===== src/hdl/scoped_delimiter_tokenizer_macros.svh =====
// Assertion macros shared by the tokenizer RTL files.
`ifndef SCOPED_DELIMITER_TOKENIZER_MACROS_SVH
`define SCOPED_DELIMITER_TOKENIZER_MACROS_SVH
`ifndef SYNTH
// Same-cycle implication, checked at every rising edge outside reset.
`define SDT_ASSERT_IMPL(lbl, ante, cons, msg) \
    lbl: assert property (@(posedge aclk) disable iff (!aresetn) (ante) |-> (cons)) \
        else $error(msg);
// Next-cycle implication, checked at every rising edge outside reset.
`define SDT_ASSERT_NEXT(lbl, ante, cons, msg) \
    lbl: assert property (@(posedge aclk) disable iff (!aresetn) (ante) |=> (cons)) \
        else $error(msg);
`else
`define SDT_ASSERT_IMPL(lbl, ante, cons, msg)
`define SDT_ASSERT_NEXT(lbl, ante, cons, msg)
`endif
`endif


===== src/hdl/sdt_pkg.sv =====
// Shared constants, types and set-match function for the scoped delimiter tokenizer.
package sdt_pkg;

    localparam int DEPTH_BITS = 8;
    localparam int SET_SLOTS  = 8;
    localparam int SLOT_BITS  = 8;
    localparam int SET_BITS   = 64;
    localparam int CHAR_BITS  = 8;
    localparam int DOUT_BITS  = 8;
    localparam int STAT_BITS  = 2;
    localparam int CFG_IDX_BITS = 2;

    // Result status codes.
    localparam logic [STAT_BITS-1:0] ST_RUN       = 2'd0;
    localparam logic [STAT_BITS-1:0] ST_DONE      = 2'd1;
    localparam logic [STAT_BITS-1:0] ST_UNMATCHED = 2'd2;
    localparam logic [STAT_BITS-1:0] ST_OVERFLOW  = 2'd3;

    // Configuration register indexes.
    localparam logic [CFG_IDX_BITS-1:0] CFG_DELIM_SET = 2'd0;
    localparam logic [CFG_IDX_BITS-1:0] CFG_OPEN_SET  = 2'd1;
    localparam logic [CFG_IDX_BITS-1:0] CFG_CLOSE_SET = 2'd2;

    // Reset values of the byte sets: a single space delimiter, no brackets.
    localparam logic [SET_BITS-1:0] DELIM_SET_RESET = 64'd32;
    localparam logic [SET_BITS-1:0] OPEN_SET_RESET  = 64'd0;
    localparam logic [SET_BITS-1:0] CLOSE_SET_RESET = 64'd0;

    typedef struct packed {
        logic [CHAR_BITS-1:0] char_out;
        logic                 in_token;
        logic                 token_start;
        logic                 token_end;
        logic [STAT_BITS-1:0] status;
        logic [DOUT_BITS-1:0] depth_out;
    } result_t;

    typedef struct packed {
        logic [SET_BITS-1:0] delim_set;
        logic [SET_BITS-1:0] open_set;
        logic [SET_BITS-1:0] close_set;
    } sets_t;

    // True when the byte equals a nonempty slot of the set.
    function automatic logic in_set(input logic [SET_BITS-1:0] set,
                                    input logic [CHAR_BITS-1:0] c);
        logic hit;
        logic [SLOT_BITS-1:0] slot;
        hit = 1'b0;
        for (int i = 0; i < SET_SLOTS; i++) begin
            slot = set[i*SLOT_BITS +: SLOT_BITS];
            if (slot != '0 && slot == c) begin
                hit = 1'b1;
            end
        end
        return hit;
    endfunction

endpackage


===== src/hdl/sdt_core.sv =====
// Tokenizer phase and nesting-depth state with the per-byte decision logic.
`include "scoped_delimiter_tokenizer_macros.svh"

module sdt_core (
    input  logic                               aclk,
    input  logic                               aresetn,
    input  logic                               step_i,
    input  logic [sdt_pkg::CHAR_BITS-1:0]      char_i,
    input  logic                               last_i,
    input  sdt_pkg::sets_t                     sets_i,
    output sdt_pkg::result_t                   res_o
);

    typedef enum logic [1:0] {
        PH_SKIP,
        PH_TOKEN,
        PH_HALT
    } phase_t;

    localparam logic [sdt_pkg::DEPTH_BITS-1:0] DEPTH_MAX = '1;
    localparam int CMP_W = (sdt_pkg::DEPTH_BITS > sdt_pkg::DOUT_BITS) ?
                           sdt_pkg::DEPTH_BITS : sdt_pkg::DOUT_BITS;
    localparam logic [sdt_pkg::DOUT_BITS-1:0] DOUT_MAX = '1;

    phase_t                          phase_reg, phase_next;
    logic [sdt_pkg::DEPTH_BITS-1:0]  depth_reg, depth_next;

    logic                            is_delim, is_open, is_close;
    logic [sdt_pkg::STAT_BITS-1:0]   scope_st;
    logic [sdt_pkg::DEPTH_BITS-1:0]  scope_depth;
    logic                            tok, start, tend;
    logic [sdt_pkg::STAT_BITS-1:0]   st;
    logic [CMP_W-1:0]                depth_ext;

    assign is_delim = sdt_pkg::in_set(sets_i.delim_set, char_i);
    assign is_open  = sdt_pkg::in_set(sets_i.open_set,  char_i);
    assign is_close = sdt_pkg::in_set(sets_i.close_set, char_i);

    // Open wins over close when a byte is in both sets.
    always_comb begin
        scope_st    = sdt_pkg::ST_RUN;
        scope_depth = depth_reg;
        priority if (is_open) begin
            if (depth_reg == DEPTH_MAX) begin
                scope_st = sdt_pkg::ST_OVERFLOW;
            end else begin
                scope_depth = depth_reg + 1'b1;
            end
        end else if (is_close) begin
            if (depth_reg == '0) begin
                scope_st = sdt_pkg::ST_UNMATCHED;
            end else begin
                scope_depth = depth_reg - 1'b1;
            end
        end else begin
            scope_depth = depth_reg;
        end
    end

    always_comb begin
        tok        = 1'b0;
        start      = 1'b0;
        tend       = 1'b0;
        st         = sdt_pkg::ST_RUN;
        phase_next = phase_reg;
        depth_next = depth_reg;

        unique case (phase_reg)
            PH_TOKEN: begin
                if (is_delim && depth_reg == '0) begin
                    tend       = 1'b1;
                    phase_next = PH_SKIP;
                end else begin
                    tok        = 1'b1;
                    st         = scope_st;
                    depth_next = scope_depth;
                end
            end
            PH_SKIP: begin
                if (!is_delim && depth_reg == '0) begin
                    phase_next = PH_TOKEN;
                    tok        = 1'b1;
                    start      = 1'b1;
                end
                st         = scope_st;
                depth_next = scope_depth;
            end
            default: begin
                st = sdt_pkg::ST_UNMATCHED;
            end
        endcase

        // A stray close voids the current token and halts the string.
        if (st == sdt_pkg::ST_UNMATCHED) begin
            phase_next = PH_HALT;
            depth_next = '0;
            tok        = 1'b0;
            start      = 1'b0;
            tend       = 1'b0;
        end

        if (last_i) begin
            if (phase_next == PH_TOKEN) begin
                tend = 1'b1;
                if (st == sdt_pkg::ST_RUN) begin
                    st = sdt_pkg::ST_DONE;
                end
            end else if (phase_next == PH_SKIP) begin
                if (depth_next != '0) begin
                    st = sdt_pkg::ST_UNMATCHED;
                end else if (st == sdt_pkg::ST_RUN) begin
                    st = sdt_pkg::ST_DONE;
                end
            end
        end
    end

    assign depth_ext = CMP_W'(depth_next);

    always_comb begin
        res_o.char_out    = char_i;
        res_o.in_token    = tok;
        res_o.token_start = start;
        res_o.token_end   = tend;
        res_o.status      = st;
        res_o.depth_out   = (depth_ext > CMP_W'(DOUT_MAX)) ? DOUT_MAX :
                            depth_ext[sdt_pkg::DOUT_BITS-1:0];
    end

    // The last byte of a string returns the state to its reset value.
    always_ff @(posedge aclk) begin
        if (!aresetn) begin
            phase_reg <= PH_SKIP;
            depth_reg <= '0;
        end else if (step_i) begin
            if (last_i) begin
                phase_reg <= PH_SKIP;
                depth_reg <= '0;
            end else begin
                phase_reg <= phase_next;
                depth_reg <= depth_next;
            end
        end
    end

    `SDT_ASSERT_IMPL(a_halt_depth_zero, phase_reg == PH_HALT, depth_reg == '0,
        "halted with nonzero depth")
    `SDT_ASSERT_NEXT(a_last_resets, step_i && last_i,
        phase_reg == PH_SKIP && depth_reg == '0, "state not cleared after last byte")
    `SDT_ASSERT_IMPL(a_start_from_skip, step_i && res_o.token_start,
        phase_reg == PH_SKIP && res_o.in_token, "token start outside skip phase")

endmodule


===== src/hdl/scoped_delimiter_tokenizer.sv =====
// Top level of the scoped delimiter tokenizer: stream ports, set registers, beat pipeline.
// An accepted input beat passes the input register, then the result register, before its result
// beat is offered on m_tvalid; throughput is one beat per cycle while m_tready does not stall the output.
// The byte decision is one pass of parallel set compares and a depth step.
// Reset (aresetn low at a rising edge) empties both registers, restores the
// default sets (space delimiter, no brackets) and returns to skipping at depth zero.
`include "scoped_delimiter_tokenizer_macros.svh"

module scoped_delimiter_tokenizer (
    input  logic                                aclk,
    input  logic                                aresetn,
    // Configuration write port.
    input  logic                                cfg_we,
    input  logic [sdt_pkg::CFG_IDX_BITS-1:0]    cfg_index,
    input  logic [sdt_pkg::SET_BITS-1:0]        cfg_data,
    // Input byte stream.
    input  logic                                s_tvalid,
    output logic                                s_tready,
    input  logic [7:0]                          s_tdata,  // [7:0] char_code
    input  logic                                s_tlast,  // is_last
    // Result stream.
    output logic                                m_tvalid,
    input  logic                                m_tready,
    output logic [23:0]                         m_tdata,  // [7:0] char_out, [8] in_token,
                                                          // [9] token_start,
                                                          // [17:10] depth_out, [23:18] zero
    output logic                                m_tlast,  // token_end
    output logic [1:0]                          m_tuser   // [1:0] status
);

    sdt_pkg::sets_t                     sets_reg;

    logic                               in_valid_reg;
    logic [sdt_pkg::CHAR_BITS-1:0]      in_char_reg;
    logic                               in_last_reg;

    logic                               out_valid_reg;
    sdt_pkg::result_t                   out_res_reg;

    sdt_pkg::result_t                   res;
    logic                               advance;
    logic                               s_accept;

    // The input beat moves on whenever the result register is free or being
    // drained. A new byte enters while the input register is empty or moving on,
    // so only a stalled result with a full input register holds the input off.
    assign advance  = in_valid_reg && (!out_valid_reg || m_tready);
    assign s_tready = !in_valid_reg || advance;
    assign s_accept = s_tvalid && s_tready;

    always_ff @(posedge aclk) begin
        if (!aresetn) begin
            sets_reg.delim_set <= sdt_pkg::DELIM_SET_RESET;
            sets_reg.open_set  <= sdt_pkg::OPEN_SET_RESET;
            sets_reg.close_set <= sdt_pkg::CLOSE_SET_RESET;
        end else if (cfg_we) begin
            unique case (cfg_index)
                sdt_pkg::CFG_DELIM_SET: sets_reg.delim_set <= cfg_data;
                sdt_pkg::CFG_OPEN_SET:  sets_reg.open_set  <= cfg_data;
                sdt_pkg::CFG_CLOSE_SET: sets_reg.close_set <= cfg_data;
                default: begin
                    // Writes beyond the register list are dropped.
                    sets_reg <= sets_reg;
                end
            endcase
        end
    end

    // Input register.
    always_ff @(posedge aclk) begin
        if (!aresetn) begin
            in_valid_reg <= 1'b0;
        end else if (s_accept) begin
            in_valid_reg <= 1'b1;
        end else if (advance) begin
            in_valid_reg <= 1'b0;
        end
        if (s_accept) begin
            in_char_reg <= s_tdata[sdt_pkg::CHAR_BITS-1:0];
            in_last_reg <= s_tlast;
        end
    end

    sdt_core u_core (
        .aclk    (aclk),
        .aresetn (aresetn),
        .step_i  (advance),
        .char_i  (in_char_reg),
        .last_i  (in_last_reg),
        .sets_i  (sets_reg),
        .res_o   (res)
    );

    // Result register.
    always_ff @(posedge aclk) begin
        if (!aresetn) begin
            out_valid_reg <= 1'b0;
        end else if (advance) begin
            out_valid_reg <= 1'b1;
        end else if (m_tready) begin
            out_valid_reg <= 1'b0;
        end
        if (advance) begin
            out_res_reg <= res;
        end
    end

    assign m_tvalid = out_valid_reg;
    assign m_tdata  = {6'b0, out_res_reg.depth_out, out_res_reg.token_start,
                       out_res_reg.in_token, out_res_reg.char_out};
    assign m_tlast  = out_res_reg.token_end;
    assign m_tuser  = out_res_reg.status;

    `SDT_ASSERT_NEXT(a_in_holds, in_valid_reg && !advance, in_valid_reg,
        "input beat lost while stalled")
    `SDT_ASSERT_NEXT(a_advance_fills_out, advance, out_valid_reg,
        "advanced beat missing from result register")
    `SDT_ASSERT_IMPL(a_start_in_token, m_tvalid && m_tdata[9], m_tdata[8],
        "token start on a byte outside a token")

endmodule


===== config.mk =====
export PLATFORM = sky130hd
export DESIGN_NAME = scoped_delimiter_tokenizer
export DESIGN_NICKNAME = d
export VERILOG_FILES = /design/src/hdl/sdt_pkg.sv /design/src/hdl/sdt_core.sv /design/src/hdl/scoped_delimiter_tokenizer.sv
export VERILOG_INCLUDE_DIRS = /design/src /design/src/hdl
export SDC_FILE = /design/constraint.sdc
export NUM_CORES = 1
export LEC_CHECK = 0
export BUFFER_PORTS_ARGS = -buffer_cell sky130_fd_sc_hd__buf_2
export CAP_MARGIN = 10
export CORE_ASPECT_RATIO = 0.8
export CORE_MARGIN = 1
export CORE_UTILIZATION = 30
export CTS_CLUSTER_DIAMETER = 150
export CTS_CLUSTER_SIZE = 20
export DETAILED_ROUTE_END_ITERATION = 10
export MAX_ROUTING_LAYER = met4
export PLACE_DENSITY = 0.54
export SLEW_MARGIN = 20
export SYNTH_ARGS = -nofsm -noshare
export SYNTH_HDL_FRONTEND = slang
export SYNTH_SLANG_ARGS = --single-unit

===== constraint.sdc =====
create_clock -name aclk -period 7 [get_ports aclk]
set_input_delay 1.4 -clock aclk [delete_from_list [all_inputs] [get_ports aclk]]
set_output_delay 1.4 -clock aclk [all_outputs]
set_load 0.02 [all_outputs]

==> results of run 1 <==
synth_stat cells (3+ instances only):
cell type / count / area share, %
xor2_1: 130 / 9.6
nand3_1: 7 / 0.30
nor2_1: 16 / 0.51
a21oi_1: 14 / 0.59
a22oi_1: 4 / 0.25
xnor2_1: 64 / 4.7
clkbuf_1: 67 / 2.1
nor3b_1: 5 / 0.32
nor3_1: 8 / 0.34
nor2b_1: 11 / 0.58
nand2_1: 396 / 13
o211ai_1: 3 / 0.19
dfxtp_1: 204 / 34
a211oi_1: 23 / 1.5
o21ai_0: 5 / 0.21
a21boi_0: 191 / 12
and3_1: 5 / 0.26
buf_1: 6 / 0.19
edfxtp_1: 30 / 7.6
nand4_1: 30 / 1.6
nand3b_1: 3 / 0.19
buf_6: 12 / 1.1
buf_4: 17 / 1.1
inv_1: 6 / 0.19
nor4_1: 74 / 3.9
power breakdown:
group	switching, mW	total, mW	internal, mW
Sequential	0.0477	1.45	1.40
Combinational	0.188	0.314	0.126
Clock	0.472	0.868	0.396
Total	0.708	2.63	1.93
layer usage:
layer,GRT usage (%),part of all wire (%)
met1,24.9,50
met2,25.6,42
met3,3.09,5.3
met4,3.46,1.8
met5,-,0
critical path, cell delays in order (launching register included):
cell and delay [ns]:
edfxtp_1 0.88, buf_4 0.43, xnor2_1 0.16, nand4_1 0.11
a211oi_1 0.37, or4_4 0.25, nor2_4 0.08, nor2_1 0.42
a221oi_1 0.21, nor4b_1 0.32, a31oi_1 0.13, or4_1 0.45
a311o_1 0.38
logic make-up (layout without fill, tap and decap cells):
| logic type | Yosys count | count (layout) | share of synthesized area [%] |
|---|---|---|---|
| flops | 234 | 234 | 42.0 |
| other cells | 1 | 8 | 0.0316 |
| compound gates | 256 | 256 | 16.0 |
| simple gates | 580 | 580 | 22.5 |
| fa+ha+maj | 2 | 2 | 0.211 |
| buf+inv | 110 | 144 | 4.80 |
| mux | 2 | 2 | 0.190 |
| xor+xnor | 194 | 194 | 14.3 |
cell type report:
| class | instances | area [um2] | share of cell area, % |
|---|---|---|---|
| repair buffers | 118 | 637 | 4.88 |
| clock buffers | 19 | 390 | 2.99 |
| diodes | 2 | 5.00 | 0.0383 |
| flip-flops and latches | 234 | 4980 | 38.2 |
| multi-input cells | 1040 | 6340 | 48.6 |
| clock inverters | 1 | 8.76 | 0.0671 |
| well taps | 528 | 661 | 5.06 |
| inverters | 6 | 22.5 | 0.173 |
per-stage QoR:
stage          cells  util, %  cell area [um2]
2_1_floorplan   1384        -            11900
3_3_place_gp    1926     32.8            12600
3_5_place_dp    1926     32.8            12600
4_1_cts         1946     33.8            13000
5_1_grt         1948     33.8            13100
6_report        1948     33.8            13100
worst paths after layout:
kind | depth (start not counted) | from | slack, ns | endpoint
worst min register to register | 2 | sets_reg[115]$_SDFFE_PN0P_ | 0.50 | sets_reg[115]$_SDFFE_PN0P_
worst max-delay path | 12 | in_char_reg[2]$_DFFE_PP_ | 2.56 | m_tuser[1]$_DFFE_PP_
worst min-delay path | 2 | sets_reg[115]$_SDFFE_PN0P_ | 0.50 | sets_reg[115]$_SDFFE_PN0P_
worst max register to register | 12 | in_char_reg[2]$_DFFE_PP_ | 2.56 | m_tuser[1]$_DFFE_PP_
==> results by group, run 1 <==
Status
  • Status: completed

Synthesis
  • Primary FF master, synth: dfxtp_1
  • Register area share after synthesis: 42.0%
  • Synth Register Bits: 234
  • Post-synth cell types: 61
  • Share of synthesized registers carrying an async set or reset: 0%
  • Synthesized instance count: 1,379
  • Synth warn: 0
  • Post-synth EDFFs: 30
  • Mapped Area: 11,900 um2
  • Syn Area/Cell: 8.61 um2

GRT
  • Vias in the first global route: 9,111
  • Final global-route overflow total: 0
  • First-pass GRT wire length: 54,200 um
  • Gr usage total: 17.5%
  • Largest net degree at the start of global routing: 129
  • Initial antenna violation count: 2

Finish
  • Synthesis-to-layout area growth: 9.97%
  • Commonest cells after routing, fill and taps aside: nand2_1, dfxtp_1, a21boi_0
  • Most common cell after layout, fill and taps aside: nand2_1
  • Fraction of layout cells with a size suffix above 1: 10.8%
  • Max reg flops: 192
  • FILL cells: 4,077
  • Nets: 1,497

Die
  • Die width: 224 um
  • Starting Density: 30.8%
  • Core area: 38,600 um2
  • Cell Rows: 64
  • I/O pin cnt: 109
  • Die ar.: 40,400 um2
  • Die Span Y: 180 um

Power and ir drop
  • Pleak: 4.72 nW
  • Power density cells: 202 nW/um2
  • Max IR drop VDD: 0.106 mV
  • Total power: 2.63 mW

Timing
  • Slew margin rel.: 39.2%
  • Crit path time final: 4.44 ns
  • Max Slew Vio Count: 0
  • Worst hold margin: 0.498 ns
  • RSZ-0062 raised after global routing: no
  • Final setup margin: 2.56 ns
  • Final setup viols: 0
  • Least-Margin Pin Slew: 0.910 ns
  • Crit share post-route: 63.5%
  • TNS Setup: 0 ns
  • Setup Skew: 0.0130 ns
  • FMAX: 0.225 GHz
  • Final Hold Violating Endpoints: 0

Route
  • ANT nets after route: 0
  • Avg WL per Cell: 17.6 um
  • WL final: 34,400 um
  • First DRT Iteration DRCs: 660
  • Vias/cell: 4.97
  • Drt pass-1 iters: 5
  • DRC viols: 0
  • Vias: 9,674

Clock tree
  • TritonCTS buffer count: 15
  • CTS tree: yes
  • Postcts setup bufs: 0
  • Clk_lat worst skew: 0.50 ns
  • Hold-fix buffers, CTS: 0
  • Post-CTS sizing: 0
  • Clock sinks: 234
  • Clk root buf: clkbuf_16
  • Worst-path clk slew: 0.09 ns
  • Clock buffer depth: 3
  • H-tree depth: 1

Setup path
  • CP Class: flip-flop to flip-flop
  • Worst-path fanout max: 14
  • Crit end category: flip-flop
  • Crit path launch type: flip-flop
  • Worst Path Arrival: 4.69 ns
  • Required @ worst endpoint: 7.25 ns

Place
  • Dpl ws: 2.57 ns
  • Port Buf Inserts: 102
  • Dpl hpwl: 22,800 um
  • Placer Congestion: 0.906

Flow run
  • Max cap viols: 0

Worst hold path
  • Hold Crit Class: flip-flop to flip-flop
Note: power is estimated with default switching activity, not from simulation.
==> inputs of run 2 (changes only) <==
- ABC_AREA: default -> 1
- clock period: 7 -> 4.18 ns (I/O delays scaled with it)
==> run 2 against run 1 <==
Net effect: critical path depth increased by 6; synthesized area up 5.8%; register-to-register slack got worse by 1.4 ns; critical path type unchanged; synthesized cell count increased by 29%; die area grew 5.7%.
==> results by group, run 2 <==
Worst hold path
  • Hold Crit Class: flip-flop to flip-flop
  • Hold depth: 2
  • Min-Delay Startpoint: sets_reg[103]$_SDFFE_PN0P_
  • Worst Hold Path EP: sets_reg[103]$_SDFFE_PN0P_

Synthesis
  • Main area contributors after synthesis: dfxtp_1, nor2_1, nand2_1
  • Register area share after synthesis: 39.7%
  • Syn Area/Cell: 7.05 um2
  • Mapped Area: 12,600 um2
  • Share of synthesized registers carrying an async set or reset: 0%
  • Post-synth cell types: 45
  • Synth Register Bits: 234
  • Most numerous cell in the Yosys netlist: nor2_1
  • Synth warn: 0
  • Dominant cell type by area after synthesis: dfxtp_1
  • Post-synth EDFFs: 30
  • Top cell type's share of synthesized area: 32.5%
  • Top cells by count, synth: nor2_1, nand2_1, dfxtp_1
  • Primary FF master, synth: dfxtp_1
  • Synthesized instance count: 1,781

Die
  • Die width: 231 um
  • Cell Rows: 66
  • I/O pin cnt: 109
  • Die Span Y: 185 um
  • Core area: 41,000 um2
  • Starting Density: 30.7%
  • Die ar.: 42,700 um2

Route
  • First DRT Iteration DRCs: 1,130
  • Avg WL per Cell: 17.2 um
  • ANT nets after route: 0
  • M1 WL: 20,500 um
  • Metal3 WL: 2750 um
  • WL final: 41,200 um
  • Vias/cell: 4.80
  • Wire length on met2: 16,900 um
  • Vias: 11,500
  • Max layer used: met4
  • Drt pass-1 iters: 5
  • DRC viols: 0

Finish
  • Commonest cells after routing, fill and taps aside: nor2_1, nand2_1, dfxtp_1
  • Most common cell after layout, fill and taps aside: nor2_1
  • Nets: 1,922
  • Final Core Density: 33.9%
  • Synthesis-to-layout area growth: 10.7%
  • FILL cells: 4,411
  • Max reg flops: 192
  • Fraction of layout cells with a size suffix above 1: 11.4%

GRT
  • First-pass GRT wire length: 63,600 um
  • Gr usage total: 19.9%
  • Final global-route overflow total: 0
  • Vias in the first global route: 10,800
  • Largest net degree at the start of global routing: 86
  • Initial antenna violation count: 2

Timing
  • Crit share post-route: 72.3%
  • Least-Margin Pin Slew: 1.01 ns
  • Final Hold Violating Endpoints: 0
  • Final setup viols: 0
  • Setup Skew: 0.0217 ns
  • TNS Setup: 0 ns
  • RSZ-0062 raised after global routing: no
  • FMAX: 0.331 GHz
  • Max Slew Vio Count: 0
  • Crit path time final: 3.02 ns
  • Slew margin rel.: 32.8%

Status
  • Status: completed

Place
  • Port Buf Inserts: 102
  • Dpl hpwl: 29,900 um
  • Placer Congestion: 0.886

Power and ir drop
  • Max IR drop VDD: 0.200 mV
  • Pleak: 5.83 nW
  • Power density cells: 346 nW/um2

Clock tree
  • Post-CTS sizing: 0
  • Hold-fix buffers, CTS: 0
  • Worst-path clk slew: 0.09 ns
  • Clock buffer depth: 3
  • Clk_lat worst skew: 0.52 ns
  • Clk root buf: clkbuf_16
  • TritonCTS buffer count: 15
  • H-tree depth: 1
  • Clock sinks: 234
  • CTS tree: yes
  • Postcts setup bufs: 0

Setup path
  • R2R Path End: m_tuser[0]$_DFFE_PP_
  • Crit path launch type: flip-flop
  • Reg2reg start: in_char_reg[4]$_DFFE_PP_
  • Worst Path Arrival: 3.29 ns
  • R2R setup slack: 1.16 ns
  • R2R depth: 18
  • Worst-path fanout max: 12
  • Required @ worst endpoint: 4.45 ns
  • CP Class: flip-flop to flip-flop
  • Crit end category: flip-flop

Flow run
  • Max cap viols: 0
==> run 2: layer usage <==
layer / GRT usage, % / vias up
li1: - / 5764
met1: 28.7 / 5348
met2: 28.7 / 325
met3: 2.76 / 48
met4: 5.30 / 0
met5: - / -
==> run 2: worst max-delay path by stage <==
stage                                       to  slack [ns]                     start
final                     m_tuser[0]$_DFFE_PP_        1.16  in_char_reg[4]$_DFFE_PP_
after detailed placement  m_tuser[0]$_DFFE_PP_        1.20  in_char_reg[4]$_DFFE_PP_
after CTS                 m_tuser[0]$_DFFE_PP_        1.16  in_char_reg[4]$_DFFE_PP_
after global placement    m_tuser[0]$_DFFE_PP_        1.30  in_char_reg[4]$_DFFE_PP_
after global routing      m_tuser[0]$_DFFE_PP_        0.86  in_char_reg[4]$_DFFE_PP_
after floorplan           m_tuser[0]$_DFFE_PP_        2.00  in_char_reg[4]$_DFFE_PP_
==> run 2: per-stage QoR <==
step	total power [mW]	setup WS [ns]	hold slack, ns	instances	cell area [um2]
3_5_place_dp	3.35	1.20	0.471	2367	13500
6_report	4.81	1.16	0.484	2391	13900
2_1_floorplan	3.09	2.00	0.428	1786	12600
4_1_cts	4.86	1.16	0.463	2389	13900
3_3_place_gp	3.34	1.30	0.461	2367	13500
5_1_grt	5.04	0.864	0.477	2391	13900
==> run 2: where the power goes <==
group	leakage (nW)	switching (mW)	internal (mW)
Combinational	3.68	0.499	0.295
Clock	0.199	0.834	0.673
Sequential	1.95	0.114	2.39
Total	5.83	1.45	3.36
==> run 2: layout make-up <==
cell class	count	area, um2	area share, %
antenna	2	5.00	0.0360
inverter	139	522	3.76
timing repair buffer	133	783	5.64
sequential	234	4980	35.9
multi-input combinational	1317	6510	46.8
tap	544	681	4.90
clock buffer	20	394	2.84
clock inverter	2	17.5	0.126
==> run 2: logic make-up (layout without fill, tap and decap cells) <==
kind of cell | after synthesis | after routing | synth area share [%]
simple gates | 858 | 858 | 28.8
compound gates | 315 | 315 | 12.8
buf+inv | 235 | 294 | 8.79
flops | 234 | 234 | 39.7
xor+xnor | 136 | 136 | 9.67
fa+ha+maj | 2 | 2 | 0.199
other cells | 1 | 8 | 0.0299
==> run 2: critical path, stage by stage, from the launching register on <==
cell,delay (ns)
edfxtp_1,0.72
buf_4,0.37
nand2_1,0.08
nand2_1,0.07
nor2_1,0.04
nand3_1,0.07
nor2_1,0.06
inv_1,0.05
nand2_1,0.11
nor2_2,0.20
nand2_4,0.14
o21ai_1,0.16
nand3_1,0.12
nor2_1,0.20
nor2_1,0.07
nand2_1,0.11
nor2_2,0.06
nor2_1,0.08
nor2_1,0.04
==> inputs of run 3 (changes only) <==
- ABC_AREA: 1 -> 0
- PLACE_DENSITY: 0.54 -> 0.56
- clock period: 4.18 -> 2.5 ns (I/O delays scaled with it)
==> run 3 against run 2 <==
Net effect: the flow now finishes with violations (negative setup slack); die area is 5.4% lower; setup slack worse by 2.4 ns; utilization is 6.3 points higher; clock skew is 0.013 ns lower; largest power group unchanged; highest routed layer unchanged.
==> results by group, run 3 (synthesized netlist as in run 1, its figures left out) <==
Die
  • I/O pin cnt: 109
  • Die Span Y: 180 um
  • Starting Density: 30.8%
  • Die ar.: 40,400 um2
  • Die width: 224 um
  • Core area: 38,600 um2
  • Cell Rows: 64

Status
  • Status: complete, but fails checks
  • Failing checks: negative setup slack

Timing
  • Slew margin rel.: 43.7%
  • FMAX: 0.265 GHz
  • Least-Margin Pin Slew: 0.844 ns
  • Final setup margin: -1.27 ns
  • Max Slew Vio Count: 0
  • RSZ-0062 raised after global routing: yes
  • Setup Skew: 0.00888 ns
  • TNS Setup: -12.45 ns
  • Final setup viols: 23
  • Crit path time final: 3.77 ns
  • Crit share post-route: 151%
  • Final Hold Violating Endpoints: 0

Power and ir drop
  • Pleak: 6.06 nW
  • Max IR drop VDD: 0.308 mV
  • Total power: 7.67 mW
  • Sw Ratio: 27.1%
  • Internal Power: 5.59 mW
  • Register share of total power: 52.7%
  • Clock share of power: 31.6%
  • Sw power: 2.08 mW
  • Comb power frac: 15.8%
  • Power density cells: 494 nW/um2

Route
  • DRC viols: 0
  • Drt pass-1 iters: 8
  • WL final: 39,600 um
  • Vias: 10,700
  • Avg WL per Cell: 18.3 um
  • Vias/cell: 4.93
  • ANT nets after route: 0
  • First DRT Iteration DRCs: 793

Clock tree
  • Clk_lat worst skew: 0.50 ns
  • CTS tree: yes
  • H-tree depth: 1
  • Worst-path clk slew: 0.09 ns
  • Clock sinks: 234
  • Clk root buf: clkbuf_16
  • Clock buffer depth: 3
  • TritonCTS buffer count: 15

Setup path
  • Setup crit end: m_tuser[1]$_DFFE_PP_
  • Worst-path fanout max: 12
  • R2R depth: 12
  • Worst path most repeated cell: nand4_1
  • Worst-path cell chain: buf_12 > xor2_2 > nor4_1 > nand4_1 > nand4_1 > nor2_4 > nor3b_2 > mux2_4 > a211oi_2 > a21oi_1 > or4_4 > a311o_1
  • Crit-path max cell delay: 0.50 ns
  • Crit path launch type: flip-flop
  • R2R Path End: m_tuser[1]$_DFFE_PP_
  • R2R setup slack: -1.27 ns
  • Worst path depth: 12
  • Reg2reg start: in_char_reg[3]$_DFFE_PP_
  • Top delay family on crit path: simple AND/OR/NAND/NOR gates
  • Required @ worst endpoint: 2.75 ns
  • CP Class: flip-flop to flip-flop
  • Worst Path Arrival: 4.02 ns
  • Critical Path Slowest Stage Cell: or4_4
  • Bufs and invs on worst path: 1
  • Crit end category: flip-flop
  • Critical path origin: in_char_reg[3]$_DFFE_PP_

GRT
  • Final global-route overflow total: 0
  • Vias in the first global route: 10,300
  • Largest net degree at the start of global routing: 65
  • Gr usage total: 19.6%
  • First-pass GRT wire length: 60,100 um
  • Initial antenna violation count: 1

Finish
  • Design area: 15,500 um2
  • FILL cells: 3,891
  • Max reg flops: 192
  • Area of the multi-input gates: 6690 um2
  • Fraction of layout cells with a size suffix above 1: 25.8%
  • Commonest cells after routing, fill and taps aside: nand2_1, dfxtp_1, a21boi_0
  • Nets: 1,713
  • Final Core Density: 40.2%
  • Synthesis-to-layout area growth: 30.9%
  • FF+latch area: 4980 um2
  • Most common cell after layout, fill and taps aside: nand2_1

Worst hold path
  • Hold Crit Class: input pin to flip-flop
  • Hold depth: 1

Place
  • Placer Congestion: 0.863
  • Placed Area: 14,000 um2
  • Dpl hpwl: 25,500 um
  • Port Buf Inserts: 102

Flow run
  • Max cap viols: 0
-- run 3: cell types whose count changed in the layout (fill, tap and decap cells not counted), moves of 96 or more --
cell      change
buf_4       +142
o21ai_0     -192
xor2_1      +103
a21boi_0    +191
nor2_1      -364
a21oi_1      -96
inv_1       -119
-- run 3: layout make-up --
type                    instances  area share [%]
diodes                          1          0.0161
clock inverters                 1          0.0564
well taps                     528            4.25
multi-input cells            1040            43.1
clock buffers                  18            2.49
inverters                       6           0.145
repair buffers                334            17.9
flip-flops and latches        234            32.1
-- run 3: layer usage --
layer  global-route usage (%)  wire length [um]
met3                     3.35              2320
met5                        -                 0
met4                     4.22               777
met1                     28.1             19600
met2                     28.6             17000
-- run 3: worst min path at each step --
stage                                             to  slack (ns)                  startpoint
after CTS                   in_char_reg[5]$_DFFE_PP_        0.18                  s_tdata[5]
after global routing           in_last_reg$_DFFE_PP_        0.17                     s_tlast
after global placement    sets_reg[157]$_SDFFE_PN0P_        0.48  sets_reg[157]$_SDFFE_PN0P_
after detailed placement    sets_reg[1]$_SDFFE_PN0P_        0.48    sets_reg[1]$_SDFFE_PN0P_
final                       in_char_reg[5]$_DFFE_PP_        0.18                  s_tdata[5]
after floorplan                 m_tdata[0]$_DFFE_PP_        0.43    in_char_reg[0]$_DFFE_PP_
-- run 3: per-stage QoR --
| stage | hold WS [ns] | std cells | worst slack [ns] |
|---|---|---|---|
| final | 0.184 | 2162 | -1.27 |
| after CTS | 0.176 | 2142 | -1.13 |
| after global placement | 0.476 | 2082 | -1.18 |
| after global routing | 0.173 | 2162 | -1.30 |
| after floorplan | 0.428 | 1384 | -0.814 |
| after detailed placement | 0.485 | 2082 | -1.21 |
-- run 3: power groups by stage --
stage | sequential [mW] | clock, mW | combinational (mW)
3_5_place_dp | 4.12 | 0 | 1.04
3_3_place_gp | 4.12 | 0 | 1.03
4_1_cts | 4.04 | 2.50 | 1.16
2_1_floorplan | 4.12 | 0 | 0.622
6_report | 4.04 | 2.42 | 1.21
5_1_grt | 4.06 | 2.62 | 1.31
-- run 3: timing repair --
action | in CTS | in global routing
hold buffers | 0 | 0
resized for setup | 73 | 42
endpoints found under the setup margin | 23 | 23
gates cloned | 4 | 1
setup buffers | 48 | 22
pin swaps | 33 | 29
